### config.mk
export PLATFORM = sky130hd
export DESIGN_NAME = ultrasonic_echo_ranger_top
export DESIGN_NICKNAME = d
export VERILOG_FILES = /design/src/rtl/uer_pkg.sv /design/src/rtl/ultrasonic_echo_ranger_top.sv /design/src/rtl/uer_classify.sv
export VERILOG_INCLUDE_DIRS = /design/src /design/src/rtl
export SDC_FILE = /design/constraint.sdc
export NUM_CORES = 1
export LEC_CHECK = 0
export BUFFER_PORTS_ARGS = -buffer_cell sky130_fd_sc_hd__buf_4
export CELL_PAD_IN_SITES_DETAIL_PLACEMENT = 1
export CELL_PAD_IN_SITES_GLOBAL_PLACEMENT = 1
export CORE_AREA = 8 8 175 177
export CTS_CLUSTER_DIAMETER = 200
export CTS_CLUSTER_SIZE = 30
export DETAILED_ROUTE_END_ITERATION = 8
export DIE_AREA = 0 0 183 185
export PLACE_DENSITY_LB_ADDON = 0.25
export SLEW_MARGIN = 20
export SYNTH_ARGS = -nofsm -noshare
export SYNTH_HDL_FRONTEND = slang
export SYNTH_SLANG_ARGS = --single-unit
### constraint.sdc
create_clock -name clk -period 11.25 [get_ports clk]
set_input_delay 2.25 -clock clk [delete_from_list [all_inputs] [get_ports clk]]
set_output_delay 2.25 -clock clk [all_outputs]
set_load 0.01 [all_outputs]
### src/rtl/ultrasonic_echo_ranger_top_defines.svh
// Assertion macros shared by the echo ranger RTL.
`ifndef ULTRASONIC_ECHO_RANGER_TOP_DEFINES_SVH
`define ULTRASONIC_ECHO_RANGER_TOP_DEFINES_SVH

// Same-cycle implication, checked on clk and disabled in reset.
`define UER_ASSERT_NOW(label, ante, cons, msg) \
	label: assert property (@(posedge clk) disable iff (!arst_n) (ante) |-> (cons)) \
		else $error(msg);

// Next-cycle implication, checked on clk and disabled in reset.
`define UER_ASSERT_NEXT(label, ante, cons, msg) \
	label: assert property (@(posedge clk) disable iff (!arst_n) (ante) |=> (cons)) \
		else $error(msg);

`endif

### src/rtl/uer_pkg.sv
// Types and constants of the ultrasonic echo ranger.
package uer_pkg;

	// Samples averaged per sensor; the average is a shift by SAMPLE_SHIFT
	localparam int SAMPLE_COUNT = 8;
	localparam int SAMPLE_SHIFT = 3;
	localparam int SAMPLE_IDX_W = 3;

	// Sensor of the front position, sensors below it are side sensors
	localparam logic [1:0] FRONT_SENSOR = 2'd2;

	// Configuration register indexes
	localparam logic [1:0] REG_SIDE_THRESHOLD = 2'd0;
	localparam logic [1:0] REG_STOP_LIMIT     = 2'd1;
	localparam logic [1:0] REG_DANGER_LIMIT   = 2'd2;
	localparam logic [1:0] REG_FRONT_LIMIT    = 2'd3;

	// Configuration reset values in ticks
	localparam logic [15:0] SIDE_THRESHOLD_RST = 16'd583;
	localparam logic [15:0] STOP_LIMIT_RST     = 16'd146;
	localparam logic [15:0] DANGER_LIMIT_RST   = 16'd292;
	localparam logic [15:0] FRONT_LIMIT_RST    = 16'd583;

	// Alert codes
	localparam logic [2:0] ALERT_NONE   = 3'd0;
	localparam logic [2:0] ALERT_SIDE   = 3'd1;
	localparam logic [2:0] ALERT_FRONT  = 3'd2;
	localparam logic [2:0] ALERT_DANGER = 3'd3;
	localparam logic [2:0] ALERT_STOP   = 3'd4;

	// Beep counts
	localparam logic [1:0] BEEP_NONE   = 2'd0;
	localparam logic [1:0] BEEP_ONE    = 2'd1;
	localparam logic [1:0] BEEP_DANGER = 2'd2;
	localparam logic [1:0] BEEP_STOP   = 2'd3;

	// Voice messages; side alerts use the sensor number
	localparam logic [2:0] VOICE_NONE   = 3'd0;
	localparam logic [2:0] VOICE_FRONT  = 3'd2;
	localparam logic [2:0] VOICE_STOP   = 3'd3;
	localparam logic [2:0] VOICE_DANGER = 3'd4;

	typedef enum logic [1:0] {
		PH_IDLE  = 2'd0,
		PH_TRIG  = 2'd1,
		PH_WAIT  = 2'd2,
		PH_COUNT = 2'd3
	} phase_t;

	typedef struct packed {
		logic [15:0] side_threshold;
		logic [15:0] stop_limit;
		logic [15:0] danger_limit;
		logic [15:0] front_limit;
	} cfg_regs_t;

	typedef struct packed {
		logic [2:0] alert_code;
		logic [1:0] beep_count;
		logic [2:0] voice_index;
	} verdict_t;

	typedef struct packed {
		logic       start_request;
		logic [2:0] echo_levels;
	} req_t;

	typedef struct packed {
		logic [2:0]  trigger_lines;
		logic        busy_res;
		logic        result_valid;
		logic [1:0]  sensor_number;
		logic [15:0] average_ticks;
		logic [2:0]  alert_code;
		logic [1:0]  beep_count;
		logic [2:0]  voice_index;
	} res_t;

endpackage

### src/rtl/ultrasonic_echo_ranger_top.sv
// Top level of the ultrasonic echo ranger: tick sequencer and result register.
// The result of a tick request is registered when it is accepted and is valid in the next cycle.
// Throughput: one tick request per cycle; the result register takes a new
// result whenever it is empty or being drained in the same cycle.
// Reset: arst_n clears the sequencer to idle and loads the default thresholds.
`include "ultrasonic_echo_ranger_top_defines.svh"

module ultrasonic_echo_ranger_top
	import uer_pkg::*;
#(
	parameter int SENSOR_COUNT = 3,
	parameter int COUNT_WIDTH  = 16
) (
	input  logic        clk,
	input  logic        arst_n,
	input  logic        req_valid,
	output logic        req_ready,
	input  req_t        req_data,
	output logic        res_valid,
	input  logic        res_ready,
	output res_t        res_data,
	input  logic        cfg_we,
	input  logic [1:0]  cfg_index,
	input  logic [15:0] cfg_wdata
);

	localparam int SUM_W = COUNT_WIDTH + SAMPLE_SHIFT;
	localparam logic [SUM_W-1:0] AVG_MAX = SUM_W'(17'h0FFFF);
	localparam logic [1:0] LAST_SENSOR = 2'(SENSOR_COUNT - 1);
	localparam logic [SAMPLE_IDX_W-1:0] LAST_SAMPLE = SAMPLE_IDX_W'(SAMPLE_COUNT - 1);

	cfg_regs_t                 cfg_q;
	phase_t                    phase_q, phase_d;
	logic [1:0]                sensor_q, sensor_d;
	logic [SAMPLE_IDX_W-1:0]   sample_q, sample_d;
	logic [COUNT_WIDTH-1:0]    pulse_q, pulse_d;
	logic [SUM_W-1:0]          sum_q, sum_d;
	logic                      pending_q, pending_d;

	logic                      accept;
	logic [3:0]                echo_ext;
	logic                      my_echo;
	logic [SUM_W-1:0]          sum_done;
	logic [SUM_W-1:0]          avg_full;
	logic [15:0]               avg_sat;
	verdict_t                  verdict;
	res_t                      res_d;

	// Accept a request whenever the result register can take its result
	assign accept    = req_valid && req_ready;
	assign req_ready = !res_valid || res_ready;

	// Configuration writes
	always_ff @(posedge clk or negedge arst_n) begin
		if (!arst_n) begin
			cfg_q.side_threshold <= SIDE_THRESHOLD_RST;
			cfg_q.stop_limit     <= STOP_LIMIT_RST;
			cfg_q.danger_limit   <= DANGER_LIMIT_RST;
			cfg_q.front_limit    <= FRONT_LIMIT_RST;
		end else if (cfg_we) begin
			unique case (cfg_index)
				REG_SIDE_THRESHOLD: cfg_q.side_threshold <= cfg_wdata;
				REG_STOP_LIMIT:     cfg_q.stop_limit     <= cfg_wdata;
				REG_DANGER_LIMIT:   cfg_q.danger_limit   <= cfg_wdata;
				REG_FRONT_LIMIT:    cfg_q.front_limit    <= cfg_wdata;
			endcase
		end
	end

	// Echo of the sensor being ranged
	assign echo_ext = {1'b0, req_data.echo_levels};
	assign my_echo  = echo_ext[sensor_q];

	// Average of the finished sum, saturated to the result width
	assign sum_done = sum_q + SUM_W'(pulse_q);
	assign avg_full = sum_done >> SAMPLE_SHIFT;
	assign avg_sat  = (avg_full > AVG_MAX) ? 16'hFFFF : 16'(avg_full);

	uer_classify u_classify (
		.sensor  (sensor_q),
		.average (avg_sat),
		.cfg     (cfg_q),
		.verdict (verdict)
	);

	// Next state and result of one tick
	always_comb begin
		phase_d   = phase_q;
		sensor_d  = sensor_q;
		sample_d  = sample_q;
		pulse_d   = pulse_q;
		sum_d     = sum_q;
		pending_d = pending_q;
		res_d     = '0;
		res_d.busy_res = (phase_q != PH_IDLE);

		if (phase_q != PH_IDLE && req_data.start_request) begin
			pending_d = 1'b1;
		end

		unique case (phase_q)
			PH_IDLE: begin
				if (req_data.start_request || pending_q) begin
					pending_d      = 1'b0;
					sensor_d       = '0;
					sample_d       = '0;
					sum_d          = '0;
					pulse_d        = '0;
					phase_d        = PH_TRIG;
					res_d.busy_res = 1'b1;
				end
			end
			PH_TRIG: begin
				res_d.trigger_lines = 3'(4'b0001 << sensor_q);
				pulse_d = '0;
				phase_d = PH_WAIT;
			end
			PH_WAIT: begin
				if (my_echo) begin
					pulse_d = COUNT_WIDTH'(1);
					phase_d = PH_COUNT;
				end
			end
			PH_COUNT: begin
				if (my_echo) begin
					// Saturate the pulse width
					if (pulse_q != '1) begin
						pulse_d = pulse_q + COUNT_WIDTH'(1);
					end
				end else if (sample_q == LAST_SAMPLE) begin
					res_d.result_valid  = 1'b1;
					res_d.sensor_number = sensor_q;
					res_d.average_ticks = avg_sat;
					res_d.alert_code    = verdict.alert_code;
					res_d.beep_count    = verdict.beep_count;
					res_d.voice_index   = verdict.voice_index;
					sample_d = '0;
					sum_d    = '0;
					if (sensor_q == LAST_SENSOR) begin
						sensor_d = '0;
						phase_d  = PH_IDLE;
					end else begin
						sensor_d = sensor_q + 2'd1;
						phase_d  = PH_TRIG;
					end
				end else begin
					sum_d    = sum_done;
					sample_d = sample_q + SAMPLE_IDX_W'(1);
					phase_d  = PH_TRIG;
				end
			end
			default: begin
				phase_d = PH_IDLE;
			end
		endcase
	end

	// Sequencer state advances on each accepted tick
	always_ff @(posedge clk or negedge arst_n) begin
		if (!arst_n) begin
			phase_q   <= PH_IDLE;
			sensor_q  <= '0;
			sample_q  <= '0;
			pulse_q   <= '0;
			sum_q     <= '0;
			pending_q <= 1'b0;
		end else if (accept) begin
			phase_q   <= phase_d;
			sensor_q  <= sensor_d;
			sample_q  <= sample_d;
			pulse_q   <= pulse_d;
			sum_q     <= sum_d;
			pending_q <= pending_d;
		end
	end

	// Result register: load on accept, drop once taken
	always_ff @(posedge clk or negedge arst_n) begin
		if (!arst_n) begin
			res_valid <= 1'b0;
		end else if (accept) begin
			res_valid <= 1'b1;
		end else if (res_ready) begin
			res_valid <= 1'b0;
		end
	end

	always_ff @(posedge clk) begin
		if (accept) begin
			res_data <= res_d;
		end
	end

	`UER_ASSERT_NOW(a_result_while_busy, res_valid && res_data.result_valid, res_data.busy_res, "result outside a busy round")
	`UER_ASSERT_NOW(a_trigger_onehot, res_valid, $onehot0(res_data.trigger_lines), "trigger lines not one-hot")
	`UER_ASSERT_NEXT(a_trig_to_wait, accept && phase_q == PH_TRIG, phase_q == PH_WAIT, "trigger tick not followed by wait")
	`UER_ASSERT_NOW(a_sensor_range, 1'b1, sensor_q <= LAST_SENSOR, "sensor index out of range")
	`UER_ASSERT_NOW(a_idle_clear, phase_q == PH_IDLE, sample_q == '0 && sensor_q == '0, "idle with sample or sensor left over")

endmodule

### src/rtl/uer_classify.sv
// Alert classification of one sensor average against the thresholds.
module uer_classify
	import uer_pkg::*;
(
	input  logic [1:0]  sensor,
	input  logic [15:0] average,
	input  cfg_regs_t   cfg,
	output verdict_t    verdict
);

	// Side sensors: one threshold; front sensor: three nested limits
	always_comb begin
		verdict = '{alert_code: ALERT_NONE, beep_count: BEEP_NONE, voice_index: VOICE_NONE};
		if (sensor < FRONT_SENSOR) begin
			if (average < cfg.side_threshold) begin
				verdict.alert_code  = ALERT_SIDE;
				verdict.beep_count  = BEEP_ONE;
				verdict.voice_index = {1'b0, sensor};
			end
		end else begin
			priority if (average <= cfg.stop_limit) begin
				verdict.alert_code  = ALERT_STOP;
				verdict.beep_count  = BEEP_STOP;
				verdict.voice_index = VOICE_STOP;
			end else if (average <= cfg.danger_limit) begin
				verdict.alert_code  = ALERT_DANGER;
				verdict.beep_count  = BEEP_DANGER;
				verdict.voice_index = VOICE_DANGER;
			end else if (average <= cfg.front_limit) begin
				verdict.alert_code  = ALERT_FRONT;
				verdict.beep_count  = BEEP_ONE;
				verdict.voice_index = VOICE_FRONT;
			end else begin
				verdict.alert_code  = ALERT_NONE;
			end
		end
	end

endmodule

# Word level (Yosys, flattened, before mapping)
# Cells that the tools add are included.
# word_totals
reg_bits,139
in_bits,27
out_inout_bits,33
elab_cells,109
# op_classes
addsub,4
n_lt_le_gt_ge,7
n_eq_ne,15
shift,1
n_mux,41
bitwise,2
n_reduce_logical,20
# ops
operator,n
$mux W16,5
$pmux W16 S4,1
$mux W19,3
$le A16 B16 Y1,3
$pmux W19 S2,1
$mux W27,1
$mux W8,3
$add A19 B16 Y19,1
$mux W2,9
$add A16 B1 Y16 const B,1
$gt A16 B16 Y1 const B,1
$lt A16 B16 Y1,1
$ne A16 B16 Y1 const B,1
$ne A2 B2 Y1 const B,6
$eq A2 B2 Y1 const B,5
$reduce_and A5 Y1,2
$mux W1,9
$mux W3,3
$pmux W2 S4,1
$reduce_and A2 Y1,4
$reduce_and A4 Y1,2
$mux W6,1
$pmux W3 S2,1
$reduce_bool A2 Y1,3
17 further kinds,22

# Logic depth before layout (Yosys ltp)
# logic_depth
depth_word,9
ltp_mapped,16
mapped_depth_nobuf,16

# Modules after synthesis
# Synthesis repeated with hierarchy kept, for this count alone.
# unflattened
hier_cells,770
hier_area_um2,8295.5
# by_module_without_submodules
mod,instances,cells_each,area_each_um2,seq_area_each_um2
ultrasonic_echo_ranger_top,1,538,6605.1,3653.5
uer_classify,1,232,1690.4,0.0

# Worst setup path before layout
# No wires, ideal clock.
# synth_timing
path_type,input to output
from,input port res_ready
to,output port req_ready
t_arrival_ns,2.452
t_required_ns,9.000
slack_ns,6.548
path_stages,1
path_buffers,0
cell_sequence,nand2b_1
# synth_via
elab_chain_len,1
# synth_lines
item,line_no,text
start: declaration,ultrasonic_echo_ranger_top.sv:20,"input logic res_ready,"
$logic_or A1 B1 Y1,ultrasonic_echo_ranger_top.sv:51,assign req_ready = !res_valid || res_ready;
end: declaration,ultrasonic_echo_ranger_top.sv:17,"output logic req_ready,"
# Every way passes these cells.

# Final worst setup path
# Ends and elaborated chain as after synthesis.

==> metrics.txt <==
max cap viols=0; main combinational cell family by area after synthesis=compound AO/OA/AOI/OAI gates; LEAKAGE=4.461 nW; Main synth FF type=dfrtp_1; crit path launch type=primary input; vias in the first global route=6746; Synth top area share=28.07%; clock transition at the registers of the reported paths=0.07 ns; post-route ant nets=0; core area=28080 um^2; Worst Path Required=9.00 ns; peak supply drop=0.0001078 V; period utilization=44.07%; Crit Path Max Fanout=4; Die Ht=185 um; IO Port Bufs=59; hold slack=0.4980 ns; reg2reg path depth=13; fin nets=977; largest net degree at the start of global routing=59; overflow left after global routing=0; crit path DAT=2.71 ns; CTS tree=yes; Antenna Cells=0; Layout Utilization=34.41%; root buffer cell=clkbuf_16; compound-cell area share of the yosys netlist=16.11%; Slew headroom=29.05%; final setup fails=0; Slew @ Worst Pin=1.061 ns; area share of fa/ha/maj cells after synthesis=13.36%; Post-Syn Area per Cell=10.23 um^2; Sink Count=139; Hold Fails Final Rpt=0; post-CTS setup buffers=0; Routed WL per cell=18.25 um; htree depth=4; Post-synth EDFFs=31; cts repair resizes=0; WS Path Type=primary input to output port; unrepaired setup endpoints after global routing=no; FFs w/ async S/R, synth=77.70%; syn_nets=916; crit end category=output port; dpl hpwl=16920 um; via count=6220; Fin Setup TNS=0 ns; Top Ports=60; Hold Path Class=flop to flop; global-route wire length before repair=37280 um; Area Overhead vs Synth=17.79%; PD cells=170.8 nW/um^2; Clock Path Buffers=2; outcome=finished clean; layout cells sized above 1=19.06%; antenna violations before repair=0; max frequency=201.7 MHz; Slew Viols, Final=0; sequential-to-total area share from yosys stat=44.54%; clk_skew=0.01189 ns; area leader, netlist=dfrtp_1; Die X-Extent=183 um; gpl congestion=0.8131; initial DRC count=199; Overall Global Routing Usage=14.11%; Cell variety after synth=62; post-synthesis mux area share=7.230%; area share of and/or/nand/nor cells after synthesis=12.72%; Num CTS Buffers=17; Synthesis Warnings=0; drt drc=0; detailed-router iteration count before antenna repair=4; Initial Utilization=29.21%; WL final=22990 um; Worst Hold Path Cells=1; Die Area=33860 um^2; post-synthesis cell count=802; synthesized flop and latch total=139; clk_lat worst skew=0.44 ns; post-synthesis cell area=8203 um^2; Area contributors post-synth=dfrtp_1 (28%), ha_1 (13%), edfxtp_1 (11%); Vias/cell=4.937; CTS Hold Bufs=0; Synth Area in XOR/XNOR=1.068%; min cycle time layout=4.958 ns; Row Count=62
registers in the layout (all words and copies together) (netlist names):
name,flops
sample_q,3
pending_q,1
sum_q,19
cfg_q,64
res_data,31
res_valid,1
phase_q,2
pulse_q,16
sensor_q,2
routing by layer:
metal | GRT usage [%] | routed length [um]
met1 | 17.08 | 10410
met2 | 25.40 | 11720
met4 | 3.643 | 295
met3 | 2.628 | 571
met5 | 0 | 0
synth_stat cells (4+ instances only):
cell and n:
and3_1 13, o22ai_1 4, nor2b_1 4, a21o_1 11
edfxtp_1 31, nand2_1 64, o41ai_1 4, o21a_1 6
buf_2 5, nand3_1 20, o211ai_1 6, nand2b_1 6
and2_1 15, a21boi_0 6, o21ai_0 61, a211oi_1 11
or3_1 8, inv_1 87, a21oi_1 35, a31oi_1 6
nor4_1 5, nand4_1 14, xnor2_1 6, nor3_1 10
clkbuf_1 14, dfrtp_1 92, xor2_1 4, dfstp_2 16
a22o_1 20, mux2_2 50, nor2_1 30, o31ai_1 10
ha_1 86
kinds of logic after synthesis:
| family | count (synthesis) |
|---|---|
| AND/OR/NAND/NOR | 206 |
| AO/OA/AOI/OAI | 200 |
| flip-flops | 139 |
| buffers and inverters | 107 |
| adder cells (fa/ha/maj) | 87 |
| multiplexers | 53 |
| XOR/XNOR | 10 |
report_power, final:
group | internal (mW) | leakage, nW | switching (mW)
Clock | 0.331 | 0.276 | 0.249
Combinational | 0.166 | 2.54 | 0.250
Sequential | 0.600 | 1.64 | 0.0527
Total | 1.10 | 4.46 | 0.553
worst paths after layout:
path	start	end	slack, ns
min in group asynchronous	arst_n	pulse_q[13]	1.86
worst max register to register	pulse_q[9]	res_data[0]	6.45
worst min register to register	sum_q[8]	sum_q[8]	0.50
max in group asynchronous	arst_n	cfg_q[20]	8.12
worst max-delay path	res_ready	req_ready	6.29
worst min-delay path	sum_q[8]	sum_q[8]	0.50
placed cells by master (no fill, tap or decap), types with 4 or more instances in the layout:
master and count:
nor4_1 5, clkinvlp_4 4, o211ai_1 6, and2_1 14, nor3_1 10, xor2_1 4, nand4_1 14, edfxtp_1 31
nor2b_1 4, o41ai_1 4, o22ai_1 4, buf_4 62, mux2_2 50, o21a_1 6, a21oi_1 35, a21boi_0 6
or3_1 8, nand2_1 64, nand2b_1 6, a211oi_1 11, nand3_1 20, a21o_1 11, ha_1 86, a31oi_1 6
o21ai_0 61, clkbuf_16 17, inv_6 5, dfrtp_1 92, dfstp_2 16, o31ai_1 10, inv_1 87, xnor2_1 6
nor2_1 30, a22o_1 20, and3_1 13
metrics by stage:
step | setup slack (ns) | total power [mW] | instance area, um^2 | cells
after floorplan | 6.548 | 0.9377 | 8203 | 802
after global placement | 6.280 | 1.078 | 9074 | 1228
after detailed placement | 6.286 | 1.086 | 9074 | 1228
after CTS | 6.286 | 1.679 | 9662 | 1260
after global routing | 6.015 | 1.759 | 9662 | 1260
final | 6.292 | 1.650 | 9662 | 1260
critical path: stages:
cell and delay [ns]:
buf_4 0.10, nand2b_1 0.18, buf_4 0.17
cell type report:
class | instances | area, um^2
fill | 3213 | 18420
multi-input combinational | 556 | 4148
sequential | 139 | 3654
tap | 384 | 480.5
timing repair buffer | 62 | 465.4
clock buffer | 18 | 429.2
inverter | 87 | 326.6
clock inverter | 14 | 158.9
Note: power is estimated with default switching activity, not from simulation.
